**config.mk**
```make
export PLATFORM = sky130hd
export DESIGN_NAME = sorted_unique_key_table
export DESIGN_NICKNAME = d
export VERILOG_FILES = /design/src/design/sukt_pkg.sv /design/src/design/sukt_ram.sv /design/src/design/sukt_obuf.sv /design/src/design/sukt_core.sv /design/src/design/sorted_unique_key_table.sv
export SDC_FILE = /design/constraint.sdc
export NUM_CORES = 2
export LEC_CHECK = 0
export ABC_AREA = 1
export BUFFER_PORTS_ARGS = -buffer_cell sky130_fd_sc_hd__buf_2
export CORE_ASPECT_RATIO = 0.9
export CORE_UTILIZATION = 55
export DETAILED_ROUTE_END_ITERATION = 8
export HOLD_SLACK_MARGIN = 0.12
export PLACE_DENSITY = 0.73
export SYNTH_ARGS = -nofsm -noshare
export SYNTH_HDL_FRONTEND = slang
export SYNTH_SLANG_ARGS = --single-unit
```
**constraint.sdc**
```tcl
create_clock -name clk -period 7 [get_ports clk]
set_clock_uncertainty 0.2 [all_clocks]
set_input_delay 2.1 -clock clk [delete_from_list [all_inputs] [get_ports clk]]
set_output_delay 2.1 -clock clk [all_outputs]
set_load 0.01 [all_outputs]
```
**src/design/sukt_pkg.sv**
```systemverilog
// Shared types, sizes and codes for the sorted unique key table.
package sukt_pkg;

	localparam int CAPACITY = 64;
	localparam int IDX_W    = $clog2(CAPACITY);
	localparam int CNT_W    = $clog2(CAPACITY + 1);
	localparam int KEY_W    = 32;
	localparam int RPT_W    = 7;

	typedef enum logic [1:0] {
		CMD_CLEAR  = 2'd0,
		CMD_INSERT = 2'd1,
		CMD_DELETE = 2'd2,
		CMD_SEARCH = 2'd3
	} cmd_t;

	typedef enum logic [2:0] {
		ST_OK     = 3'd0,
		ST_DUP    = 3'd1,
		ST_ABSENT = 3'd2,
		ST_FULL   = 3'd3,
		ST_EMPTY  = 3'd4
	} status_t;

	typedef struct packed {
		cmd_t                    cmd;
		logic signed [KEY_W-1:0] key;
	} req_t;

	typedef struct packed {
		status_t          status;
		logic [RPT_W-1:0] position;
		logic [RPT_W-1:0] entry_count;
	} rsp_t;

endpackage

```
**src/design/sukt_ram.sv**
```systemverilog
// Generic simple dual-port RAM, one write and one registered read per cycle.
module sukt_ram #(
	parameter int DEPTH = 64,
	parameter int WIDTH = 32,
	parameter int AW    = $clog2(DEPTH)
) (
	input  logic             clk,
	input  logic             wr_en,
	input  logic [AW-1:0]    wr_addr,
	input  logic [WIDTH-1:0] wr_data,
	input  logic             rd_en,
	input  logic [AW-1:0]    rd_addr,
	output logic [WIDTH-1:0] rd_data
);

	logic [WIDTH-1:0] mem [DEPTH];

	// write port
	always_ff @(posedge clk) begin
		if (wr_en) begin
			mem[wr_addr] <= wr_data;
		end
	end

	// registered read port
	always_ff @(posedge clk) begin
		if (rd_en) begin
			rd_data <= mem[rd_addr];
		end
	end

endmodule

```
**src/design/sukt_obuf.sv**
```systemverilog
// Result register that decouples the core from a stalled result channel.
module sukt_obuf (
	input  logic          clk,
	input  logic          arst_n,
	input  logic          push,
	input  sukt_pkg::rsp_t push_rsp,
	output logic          push_ready,
	output logic          rsp_valid,
	input  logic          rsp_stall,
	output sukt_pkg::rsp_t rsp
);
	import sukt_pkg::*;

	logic valid_q;
	rsp_t data_q;

	assign push_ready = !valid_q || !rsp_stall;
	assign rsp_valid  = valid_q;
	assign rsp        = data_q;

	// load on push, drop after transfer
	always_ff @(posedge clk or negedge arst_n) begin
		if (!arst_n) begin
			valid_q <= 1'b0;
		end else if (push && push_ready) begin
			valid_q <= 1'b1;
		end else if (!rsp_stall) begin
			valid_q <= 1'b0;
		end
	end

	// hold payload while stalled
	always_ff @(posedge clk) begin
		if (push && push_ready) begin
			data_q <= push_rsp;
		end
	end

endmodule

```
**src/design/sukt_core.sv**
```systemverilog
// Command sequencer: binary search over the key RAM, then shift and write back.
module sukt_core (
	input  logic                       clk,
	input  logic                       arst_n,
	input  logic                       req_valid,
	output logic                       req_stall,
	input  sukt_pkg::req_t             req,
	output logic                       push,
	output sukt_pkg::rsp_t             push_rsp,
	input  logic                       push_ready,
	output logic                       ram_wr_en,
	output logic [sukt_pkg::IDX_W-1:0] ram_wr_addr,
	output logic [sukt_pkg::KEY_W-1:0] ram_wr_data,
	output logic                       ram_rd_en,
	output logic [sukt_pkg::IDX_W-1:0] ram_rd_addr,
	input  logic [sukt_pkg::KEY_W-1:0] ram_rd_data
);
	import sukt_pkg::*;

	typedef enum logic [5:0] {
		S_IDLE  = 6'b000001,
		S_PROBE = 6'b000010,
		S_CMP   = 6'b000100,
		S_SHIFT = 6'b001000,
		S_FIN   = 6'b010000,
		S_RESP  = 6'b100000
	} state_t;

	state_t                  state_q;
	logic [CNT_W-1:0]        count_q;
	logic                    rd_act_q;
	logic                    mv_s1;
	logic [IDX_W-1:0]        addr_s1;

	cmd_t                    cmd_q;
	logic signed [KEY_W-1:0] key_q;
	logic [CNT_W-1:0]        lo_q;
	logic [CNT_W-1:0]        hi_q;
	logic [IDX_W-1:0]        mid_q;
	logic                    found_q;
	logic [IDX_W-1:0]        slot_q;
	logic [IDX_W-1:0]        rd_ptr_q;
	logic [IDX_W-1:0]        stop_q;
	status_t                 status_q;
	logic [RPT_W-1:0]        pos_q;

	logic                    accept;
	logic [CNT_W:0]          mid_sum;
	logic [IDX_W-1:0]        mid_w;
	logic [CNT_W-1:0]        lo_plus1;
	logic                    key_lt;
	logic                    key_eq;

	assign req_stall = (state_q != S_IDLE);
	assign accept    = req_valid && !req_stall;
	assign mid_sum   = {1'b0, lo_q} + {1'b0, hi_q};
	assign mid_w     = mid_sum[IDX_W:1];
	assign lo_plus1  = lo_q + CNT_W'(1);
	assign key_lt    = $signed(ram_rd_data) < key_q;
	assign key_eq    = $signed(ram_rd_data) == key_q;

	// drive the RAM ports; shift reads and writes never hit the same entry
	always_comb begin
		ram_rd_en   = 1'b0;
		ram_rd_addr = rd_ptr_q;
		ram_wr_en   = 1'b0;
		ram_wr_addr = addr_s1;
		ram_wr_data = ram_rd_data;
		case (state_q)
			S_PROBE: begin
				ram_rd_en   = (lo_q < hi_q);
				ram_rd_addr = mid_w;
			end
			S_SHIFT: begin
				ram_rd_en = rd_act_q;
				ram_wr_en = mv_s1;
			end
			S_FIN: begin
				ram_wr_en   = (cmd_q == CMD_INSERT);
				ram_wr_addr = slot_q;
				ram_wr_data = key_q;
			end
			default: begin
			end
		endcase
	end

	// present the result
	assign push                 = (state_q == S_RESP);
	assign push_rsp.status      = status_q;
	assign push_rsp.position    = pos_q;
	assign push_rsp.entry_count = RPT_W'(count_q);

	// control state
	always_ff @(posedge clk or negedge arst_n) begin
		if (!arst_n) begin
			state_q  <= S_IDLE;
			count_q  <= '0;
			rd_act_q <= 1'b0;
			mv_s1    <= 1'b0;
		end else begin
			case (state_q)
				S_IDLE: begin
					if (accept) begin
						case (req.cmd)
							CMD_CLEAR: begin
								count_q <= '0;
								state_q <= S_RESP;
							end
							CMD_INSERT: begin
								state_q <= (count_q >= CNT_W'(CAPACITY)) ? S_RESP : S_PROBE;
							end
							default: begin
								state_q <= (count_q == '0) ? S_RESP : S_PROBE;
							end
						endcase
					end
				end
				S_PROBE: begin
					if (lo_q < hi_q) begin
						state_q <= S_CMP;
					end else begin
						case (cmd_q)
							CMD_INSERT: begin
								if (found_q) begin
									state_q <= S_RESP;
								end else begin
									state_q  <= S_SHIFT;
									rd_act_q <= (lo_q != count_q);
								end
							end
							CMD_DELETE: begin
								if (!found_q) begin
									state_q <= S_RESP;
								end else begin
									state_q  <= S_SHIFT;
									rd_act_q <= (lo_plus1 != count_q);
								end
							end
							default: begin
								state_q <= S_RESP;
							end
						endcase
					end
				end
				S_CMP: begin
					state_q <= S_PROBE;
				end
				S_SHIFT: begin
					mv_s1 <= rd_act_q;
					if (rd_act_q && (rd_ptr_q == stop_q)) begin
						rd_act_q <= 1'b0;
					end
					if (!rd_act_q && !mv_s1) begin
						state_q <= S_FIN;
					end
				end
				S_FIN: begin
					if (cmd_q == CMD_INSERT) begin
						count_q <= count_q + CNT_W'(1);
					end else begin
						count_q <= count_q - CNT_W'(1);
					end
					state_q <= S_RESP;
				end
				S_RESP: begin
					if (push_ready) begin
						state_q <= S_IDLE;
					end
				end
				default: begin
					state_q <= S_IDLE;
				end
			endcase
		end
	end

	// search bounds, shift pointers and result fields
	always_ff @(posedge clk) begin
		case (state_q)
			S_IDLE: begin
				if (accept) begin
					cmd_q    <= req.cmd;
					key_q    <= req.key;
					lo_q     <= '0;
					hi_q     <= count_q;
					found_q  <= 1'b0;
					pos_q    <= '0;
					status_q <= ST_OK;
					if (req.cmd == CMD_INSERT && count_q >= CNT_W'(CAPACITY)) begin
						status_q <= ST_FULL;
					end
					if ((req.cmd == CMD_DELETE || req.cmd == CMD_SEARCH) && count_q == '0) begin
						status_q <= ST_EMPTY;
					end
				end
			end
			S_PROBE: begin
				if (lo_q < hi_q) begin
					mid_q <= mid_w;
				end else begin
					slot_q <= lo_q[IDX_W-1:0];
					case (cmd_q)
						CMD_INSERT: begin
							if (found_q) begin
								status_q <= ST_DUP;
							end
							rd_ptr_q <= IDX_W'(count_q - CNT_W'(1));
							stop_q   <= lo_q[IDX_W-1:0];
						end
						CMD_DELETE: begin
							if (!found_q) begin
								status_q <= ST_ABSENT;
							end
							rd_ptr_q <= IDX_W'(lo_plus1);
							stop_q   <= IDX_W'(count_q - CNT_W'(1));
						end
						CMD_SEARCH: begin
							if (found_q) begin
								pos_q <= RPT_W'(lo_plus1);
							end else begin
								status_q <= ST_ABSENT;
							end
						end
						default: begin
						end
					endcase
				end
			end
			S_CMP: begin
				if (key_lt) begin
					lo_q <= CNT_W'(mid_q) + CNT_W'(1);
				end else begin
					hi_q <= CNT_W'(mid_q);
				end
				if (key_eq) begin
					found_q <= 1'b1;
				end
			end
			S_SHIFT: begin
				if (rd_act_q) begin
					if (cmd_q == CMD_INSERT) begin
						addr_s1  <= rd_ptr_q + IDX_W'(1);
						rd_ptr_q <= rd_ptr_q - IDX_W'(1);
					end else begin
						addr_s1  <= rd_ptr_q - IDX_W'(1);
						rd_ptr_q <= rd_ptr_q + IDX_W'(1);
					end
				end
			end
			default: begin
			end
		endcase
	end

	// the table never holds more than its capacity
	a_count_bound: assert property (@(posedge clk) disable iff (!arst_n)
		count_q <= CNT_W'(CAPACITY))
		else $error("entry count above capacity");

	// RAM writes happen only while shifting or placing a key
	a_write_state: assert property (@(posedge clk) disable iff (!arst_n)
		ram_wr_en |-> (state_q == S_SHIFT || state_q == S_FIN))
		else $error("RAM write outside shift or finish");

	// every compare follows a probe that issued the read
	a_cmp_after_probe: assert property (@(posedge clk) disable iff (!arst_n)
		(state_q == S_CMP) |-> ($past(state_q) == S_PROBE && $past(ram_rd_en)))
		else $error("compare without a preceding read");

	// search window stays ordered
	a_window: assert property (@(posedge clk) disable iff (!arst_n)
		(state_q == S_PROBE || state_q == S_CMP) |-> (lo_q <= hi_q))
		else $error("search window inverted");

	// entry count changes only on a finish or a clear
	a_count_step: assert property (@(posedge clk) disable iff (!arst_n)
		(count_q != $past(count_q)) |->
			($past(state_q) == S_FIN || ($past(accept) && count_q == '0)))
		else $error("entry count changed outside finish or clear");

endmodule

```
**src/design/sorted_unique_key_table.sv**
```systemverilog
// Top level of the sorted unique key table: core, key RAM and result register.
//
//  channel | valid     | stall     | payload | moves
//  --------+-----------+-----------+---------+-------------------------------
//  request | req_valid | req_stall | req     | command and key into the table
//  result  | rsp_valid | rsp_stall | rsp     | status, position, entry count
//
// One command at a time. Clear, full and empty answers go from the idle state
// straight to the result state; other commands first run a binary search over
// the key RAM (n keys held), one probe and one compare state per step. An insert
// or delete then moves m RAM entries, one RAM entry moved per cycle, before the
// finish state; m = n - slot on an insert, n - slot - 1 on a delete.
// Reset empties the table at once; the key RAM needs no clearing.
// A stalled result sits in the output register; the next request is taken
// meanwhile, and its result waits until that register frees.
module sorted_unique_key_table (
	input  logic           clk,
	input  logic           arst_n,
	input  logic           req_valid,
	output logic           req_stall,
	input  sukt_pkg::req_t req,
	output logic           rsp_valid,
	input  logic           rsp_stall,
	output sukt_pkg::rsp_t rsp
);
	import sukt_pkg::*;

	logic             push;
	rsp_t             push_rsp;
	logic             push_ready;
	logic             ram_wr_en;
	logic [IDX_W-1:0] ram_wr_addr;
	logic [KEY_W-1:0] ram_wr_data;
	logic             ram_rd_en;
	logic [IDX_W-1:0] ram_rd_addr;
	logic [KEY_W-1:0] ram_rd_data;

	sukt_core u_core (
		.clk         (clk),
		.arst_n      (arst_n),
		.req_valid   (req_valid),
		.req_stall   (req_stall),
		.req         (req),
		.push        (push),
		.push_rsp    (push_rsp),
		.push_ready  (push_ready),
		.ram_wr_en   (ram_wr_en),
		.ram_wr_addr (ram_wr_addr),
		.ram_wr_data (ram_wr_data),
		.ram_rd_en   (ram_rd_en),
		.ram_rd_addr (ram_rd_addr),
		.ram_rd_data (ram_rd_data)
	);

	sukt_ram #(
		.DEPTH (CAPACITY),
		.WIDTH (KEY_W),
		.AW    (IDX_W)
	) u_ram (
		.clk     (clk),
		.wr_en   (ram_wr_en),
		.wr_addr (ram_wr_addr),
		.wr_data (ram_wr_data),
		.rd_en   (ram_rd_en),
		.rd_addr (ram_rd_addr),
		.rd_data (ram_rd_data)
	);

	sukt_obuf u_obuf (
		.clk        (clk),
		.arst_n     (arst_n),
		.push       (push),
		.push_rsp   (push_rsp),
		.push_ready (push_ready),
		.rsp_valid  (rsp_valid),
		.rsp_stall  (rsp_stall),
		.rsp        (rsp)
	);

endmodule

```
=== After elaboration in Yosys (flattened, before gate mapping) ===
Memories as Yosys holds them, arrays and structs flattened. A register that Yosys moved wholly into a read port is not among the register bits.
Index checks and enable logic that the tools add are counted.

* $add $sub $neg: 7
* $lt $le $gt $ge: 3
* Eq/ne operators: 36
* Multiplexer cells: 58
* Bitwise gates (word level): 1
* Reductions and logical operators: 35

{| class="wikitable"
|+ Operator list
! kind !! count
|-
| $mux W6 || 14
|-
| $mux W7 || 10
|-
| $pmux W6 S2 || 5
|-
| $pmux W7 S2 || 4
|-
| $pmux W6 S6 || 1
|-
| $eq A32 B32 Y1 || 1
|-
| $lt A32 B32 Y1 || 1
|-
| $mux W32 || 1
|-
| $ne A2 B1 Y1 const B || 9
|-
| $reduce_and A3 Y1 || 6
|-
| $mux W3 || 5
|-
| $add A7 B1 Y7 const B || 2
|-
| $ne A7 B7 Y1 || 2
|-
| $ne A3 B2 Y1 const B || 4
|-
| $pmux W3 S2 || 2
|-
| $reduce_and A6 Y1 || 2
|-
| $mux W1 || 10
|-
| $pmux W1 S2 || 5
|-
| $reduce_bool A2 Y1 || 5
|-
| $eq A2 B2 Y1 const B || 4
|-
| $ne A2 B2 Y1 const B || 4
|-
| $reduce_and A2 Y1 || 4
|-
| $add A6 B1 Y7 const B || 1
|-
| $add A7 B7 Y7 || 1
|-
| other kinds (25) || 37
|}

* Register bits after elaboration: 122
* Memory bits (writable): 2048
* Input bits: 38
* Output and inout port bits: 19
* Logic and storage cells: 161
* Memories kept: 1

{| class="wikitable"
|+ Memory list
! memory !! words !! width !! rd ports !! clocked after memory_dff !! write ports !! RTL line !! text
|-
| u_ram.mem || 64 || 32 || 1 || 1 || 1 || sukt_ram.sv:16 || <nowiki>logic [WIDTH-1:0] mem [DEPTH];</nowiki>
|}

=== Longest topological paths before layout ===
* Word-level depth: 6
* Mapped depth: 16
* Gate-level depth less buffers: 14

=== Hierarchy ===
From an unflattened synthesis, not the netlist that was laid out.

* Cell total of the unflattened synthesis: 7542
* Area, all modules: 90212.8 µm²

{| class="wikitable"
|+ By module, submodules not included
! module !! instances !! cells an instance !! area an instance (µm²) !! sequential area each (µm²)
|-
| sukt_ram || 1 || 6769 || 83059.7 || 62459.9
|-
| sukt_core || 1 || 751 || 6601.3 || 3049.2
|-
| sukt_obuf || 1 || 22 || 551.8 || 535.5
|}

=== Worst setup path after synthesis ===
Ideal clock, no wire load.

* Kind: flip-flop to flip-flop
* Start: register u_core.state_q[1]
* End: memory u_ram.mem[0][31], data pin
* Library setup time: 0.702 ns
* Arrival: 3.990 ns
* Required time: 6.098 ns
* Path slack: 2.108 ns
* Stages on the path, launching flop included: 9
* Path buffers: 3
* Clock period less this slack: 4.892 ns
* Path through: dfrtp_1 > nor2_1 > nand2_1 > nor3_2 > inv_1 > buf_2 > buf_1 > clkbuf_1 > o21ai_0

* Word-level cells in the longest chain between the ends: 2

{| class="wikitable"
|+ RTL lines
! what !! RTL line !! text
|-
| from (decl) || sukt_core.sv:29 || <nowiki>state_t state_q;</nowiki>
|-
| from (signal assigned) || sukt_core.sv:111 || <nowiki>state_q <= (count_q >= CNT_W'(CAPACITY)) ? S_RESP : S_PROBE;</nowiki>
|-
| from (signal assigned) || sukt_core.sv:114 || <nowiki>state_q <= (count_q == '0) ? S_RESP : S_PROBE;</nowiki>
|-
| $eq A6 B5 Y1 || sukt_core.sv:69 || <nowiki>case (state_q)</nowiki>
|-
| $mux W32 || sukt_core.sv:69 ||
|-
| via ram_wr_data[31] || sorted_unique_key_table.sv:33 || <nowiki>logic [KEY_W-1:0] ram_wr_data;</nowiki>
|-
| to (decl) || sukt_ram.sv:16 ||
|}

The timed path passes the listed nets, and every way through them passes these cells.

=== Worst setup path in the final report ===
* Start: register u_core.state_q[1]
* End: memory u_ram.mem[8][1], enable pin

* Word-level cells in the longest chain between the ends: 4
* Elaborated cells on any way between the ends: 6
* Classes of those cells: eq/ne: 2; mux: 4

{| class="wikitable"
|+ RTL lines
! what !! RTL line !! text
|-
| $eq A6 B5 Y1 or $eq A6 B4 Y1 (tied branches) || sukt_core.sv:69 ||
|-
| $pmux W1 S2 || sukt_core.sv:69 ||
|-
| $mux W1 || sukt_ram.sv:20 || <nowiki>if (wr_en) begin</nowiki>
|-
| $mux W1 (not written as such) || sukt_ram.sv:21 || <nowiki>mem[wr_addr] <= wr_data;</nowiki>
|}

Several ways; a longest one is shown, not always the timed one.

==> impl_metrics.csv <==
group,metric,value,unit
clock_network,clkTransAtPathRegs,60,ps
worst_hold_path,min-delay-path-class,"flip-flop to flip-flop",
power,power.leakage,43.5,nW
timing,finalWorstPathRequiredPeriod,5750,ps
clock_network,post_cts_sizing,0,
clock_network,number_of_cts_inserted_buffers,213,
floorplanning,fp.dieH,400,um
clock_network,cts_htree_levels,4,
placement,hpwlAfterDp,155,mm
floorplanning,initial_core_util,55.5,%
finish,finish.net_count,9166,
timing,setup-tns-final,0,ps
logic_synthesis,flop_and_latch_count_out_of_synthesis,2202,
timing,rsz0062_at_grt,"false",
clock_network,cts_buffer_depth,3,
worst_setup_path,critical_path.cell_chain,"nor2_1, nand2_1, nor3_2, inv_4, o21ai_0, inv_1, nor3_1, nand2_1, nor2_4",
global_routing,grt_antenna_before_repair,8,
placement,gpl.final_weighted_congestion,0.940,
drt,drt_iter0_markers,9842,
clock_network,clock_latency,860,ps
logic_synthesis,synthCells,9176,
floorplanning,placeableCoreArea,174000,um2
logic_synthesis,commonest_register_cell_after_synthesis,"sky130_fd_sc_hd__edfxtp_1",
finish,seqCellArea,66000,um2
drt,drt-total-wl,278,mm
drt,wire_per_inst,24.1,um
clock_network,clock_root_buffer,"sky130_fd_sc_hd__clkbuf_16",
clock_network,cts.hold.buffers_added,0,
drt,number_of_nets_still_failing_antenna_checks_after_routing,0,
logic_synthesis,yosys.cell_types.count,46,
timing,timing_worst_slew_pin_value,1360,ps
placement,port_buffers,56,
worst_setup_path,crit_path_max_incr_delay,1260,ps
finish,drive_gt1_share,6.44,%
drt,detail_route.first_pass.iterations,6,
timing,report.final.hold_viol_count,0,
floorplanning,core.rowCount,145,
logic_synthesis,ys_warn_count,0,
status,status,"finished, final reports clean",
global_routing,grt_pass1_wl,405,mm
logic_synthesis,synth.net_count,9267,
floorplanning,die_w,444,um
worst_setup_path,timing_worst_setup_path_type,"flip-flop to flip-flop",
clock_network,tritoncts_clock_tree,"done",
clock_network,clock_sink_count,2202,
worst_setup_path,cp_max_fanout,32,
worst_setup_path,cpMaxStageDelayCell,"sky130_fd_sc_hd__nor2_4",
worst_setup_path,timing.critical_path.required,7250,ps
worst_setup_path,worst_setup_path_start_kind,"flip-flop",
logic_synthesis,post_synth_edffs,2186,
timing,holdWs,217,ps
logic_synthesis,ys_async_sr_fraction,0.727,%
floorplanning,dieArea,177000,um2
clock_network,post_cts_buffers,0,
timing,slew_headroom,9.15,%
finish,n_fill_cell,13187,
worst_setup_path,timing.critical_path.mode_cell,"sky130_fd_sc_hd__nand2_1",
timing,final.period_utilization,82.1,%
timing,fmax,174,MHz
global_routing,largest_net_degree_at_the_start_of_global_routing,159,
timing,report.final.setup_viol,0,
finish,multi_input_area,23300,um2
logic_synthesis,syn_avg_cell_area,10.5,um2
worst_setup_path,critical_path.endpoint_type,"flip-flop",
global_routing,grt_use_total,31.0,%
drt,remaining_drc_errors,0,
global_routing,gr-total-overflow,0,
finish,area_growth_syn_to_layout,10.3,%
drt,routed-via-count,67563,
global_routing,first_global_vias,63242,
power,irDropWorstVdd,0.350,mV
logic_synthesis,syn-cell-area,96600,um2
run,max_cap_violations,0,
floorplanning,num_io_pins,57,
worst_setup_path,crit_arrival,6000,ps
drt,routed_via_density,5.86,
timing,slew_viol_final,0,
logic_synthesis,synth_seq_area_share,68.4,%
power,powerDensity,375,nW/um2
## cells in the mapped netlist, types with 6 or more instances
library cell	instances	area, um2
sky130_fd_sc_hd__nor3_1	23	115
sky130_fd_sc_hd__nor2_1	119	447
sky130_fd_sc_hd__xor2_1	23	201
sky130_fd_sc_hd__o21a_1	6	45.0
sky130_fd_sc_hd__dfrtp_1	15	375
sky130_fd_sc_hd__nand2_1	2427	9110
sky130_fd_sc_hd__edfxtp_1	2186	65600
sky130_fd_sc_hd__buf_1	57	214
sky130_fd_sc_hd__inv_1	1612	6050
sky130_fd_sc_hd__a21oi_1	40	200
sky130_fd_sc_hd__nand4_1	10	62.6
sky130_fd_sc_hd__nand3_1	1855	9280
sky130_fd_sc_hd__o21ai_0	84	420
sky130_fd_sc_hd__xnor2_1	6	52.6
sky130_fd_sc_hd__or2_2	10	62.6
sky130_fd_sc_hd__ha_1	52	651
sky130_fd_sc_hd__nand3b_1	181	1360
sky130_fd_sc_hd__clkbuf_1	165	619
sky130_fd_sc_hd__buf_2	263	1320
## per-layer routing
metal / part of all wire [%] / track usage, % / routed length (um)
met5: 0.0047 / 0 / 13
met4: 4.4 / 13.2 / 12200
met3: 14 / 9.20 / 39600
met2: 43 / 45.5 / 120000
met1: 38 / 43.1 / 106000
## worst paths after layout
kind	start	end	slack [ps]	depth (start not counted)
max	u_core.state_q[1]$_DFFE_PN0P_	u_ram.mem[8][1]$_DFFE_PP_	1250	9
min	u_core.pos_q[2]$_SDFFCE_PP0P_	u_obuf.rsp[9]$_DFFE_PP_	220	0
max reg2reg	u_core.state_q[1]$_DFFE_PN0P_	u_ram.mem[8][1]$_DFFE_PP_	1250	9
min reg2reg	u_core.pos_q[2]$_SDFFCE_PP0P_	u_obuf.rsp[9]$_DFFE_PP_	220	0
max in group asynchronous	arst_n	u_core.state_q[0]$_DFFE_PN1P_	5320	1
min in group asynchronous	arst_n	u_core.count_q[1]$_DFFE_PN0P_	960	1
## cell usage in the layout (no fill, tap or decap), drive strengths merged, types with 2 or more instances in the layout
| cell | synthesis | final |
|---|---|---|
| xor2 | 23 | 23 |
| xnor2 | 6 | 6 |
| or2 | 10 | 10 |
| nand4 | 10 | 10 |
| bufinv | 0 | 17 |
| buf | 321 | 170 |
| nand3b | 181 | 181 |
| dfrtp | 15 | 15 |
| nor2 | 122 | 122 |
| diode | 0 | 5 |
| edfxtp | 2186 | 2186 |
| o22ai | 4 | 4 |
| o211ai | 5 | 5 |
| ha | 52 | 52 |
| o32ai | 2 | 2 |
| inv | 1613 | 1621 |
| nor3 | 24 | 24 |
| o21a | 6 | 6 |
| o21bai | 2 | 2 |
| nand2 | 2428 | 2428 |
| o21ai | 88 | 88 |
| clkinvlp | 0 | 6 |
| a211oi | 3 | 3 |
| clkinv | 2 | 98 |
| a21oi | 40 | 40 |
| o31ai | 2 | 2 |
| nand3 | 1855 | 1855 |
| clkbuf | 165 | 268 |
## cells by family (layout without fill, tap and decap cells)
group	after synthesis	after routing	synth area share [%]
other cells	0	5	0
simple gates	4633	4633	21.2
compound gates	157	157	0.908
fa+ha+maj	53	53	0.694
mux	1	1	0.0104
xor+xnor	29	29	0.263
buf+inv	2101	2180	8.51
flops	2202	2202	68.4
## report_power, final
| group | internal [mW] | switching (mW) |
|---|---|---|
| registers | 15.5 | 0.284 |
| clock network | 6.30 | 5.04 |
| logic | 3.03 | 9.83 |
| total | 24.8 | 15.1 |
## per-stage QoR
step	power (mW)	setup slack, ps	std cells	util, %	instance area, um2
6_report	39.9	1250	11538	61.2	107000
3_3_place_gp	28.1	1460	11138	57.3	99700
3_5_place_dp	28.3	1500	11138	57.3	99700
5_1_grt	41.1	1110	11534	61.2	107000
2_1_floorplan	23.4	2110	9176	-	96600
4_1_cts	39.5	1490	11533	61.2	107000
## worst max-delay path: cells and delay by family, from the launching register on
kind | cells | cell delay, ps
DFF | 1 | 410
AOI/OAI and AO/OA | 1 | 590
and+or+nand+nor | 6 | 3420
buffers and inverters | 2 | 650
## flip-flops by register name, summed over array words and instances (netlist names), 7 cells and up
name,count
u_ram.mem,2048
u_core.key_q,32
u_ram.rd_data,32
u_obuf.rsp,17
u_core.count_q,7
u_core.hi_q,7
u_core.lo_q,7
u_core.pos_q,7
## layout make-up
class                           count  area share [%]
Antenna cell                        5          0.0117
Tap cell                         2278            2.68
Clock buffer                      268            5.24
Multi-Input combinational cell   4873            21.8
Inverter                         1615            5.69
Clock inverter                    127            1.19
Sequential cell                  2202            62.0
Timing Repair Buffer              170            1.37
Note: power is estimated with default switching activity, not from simulation.
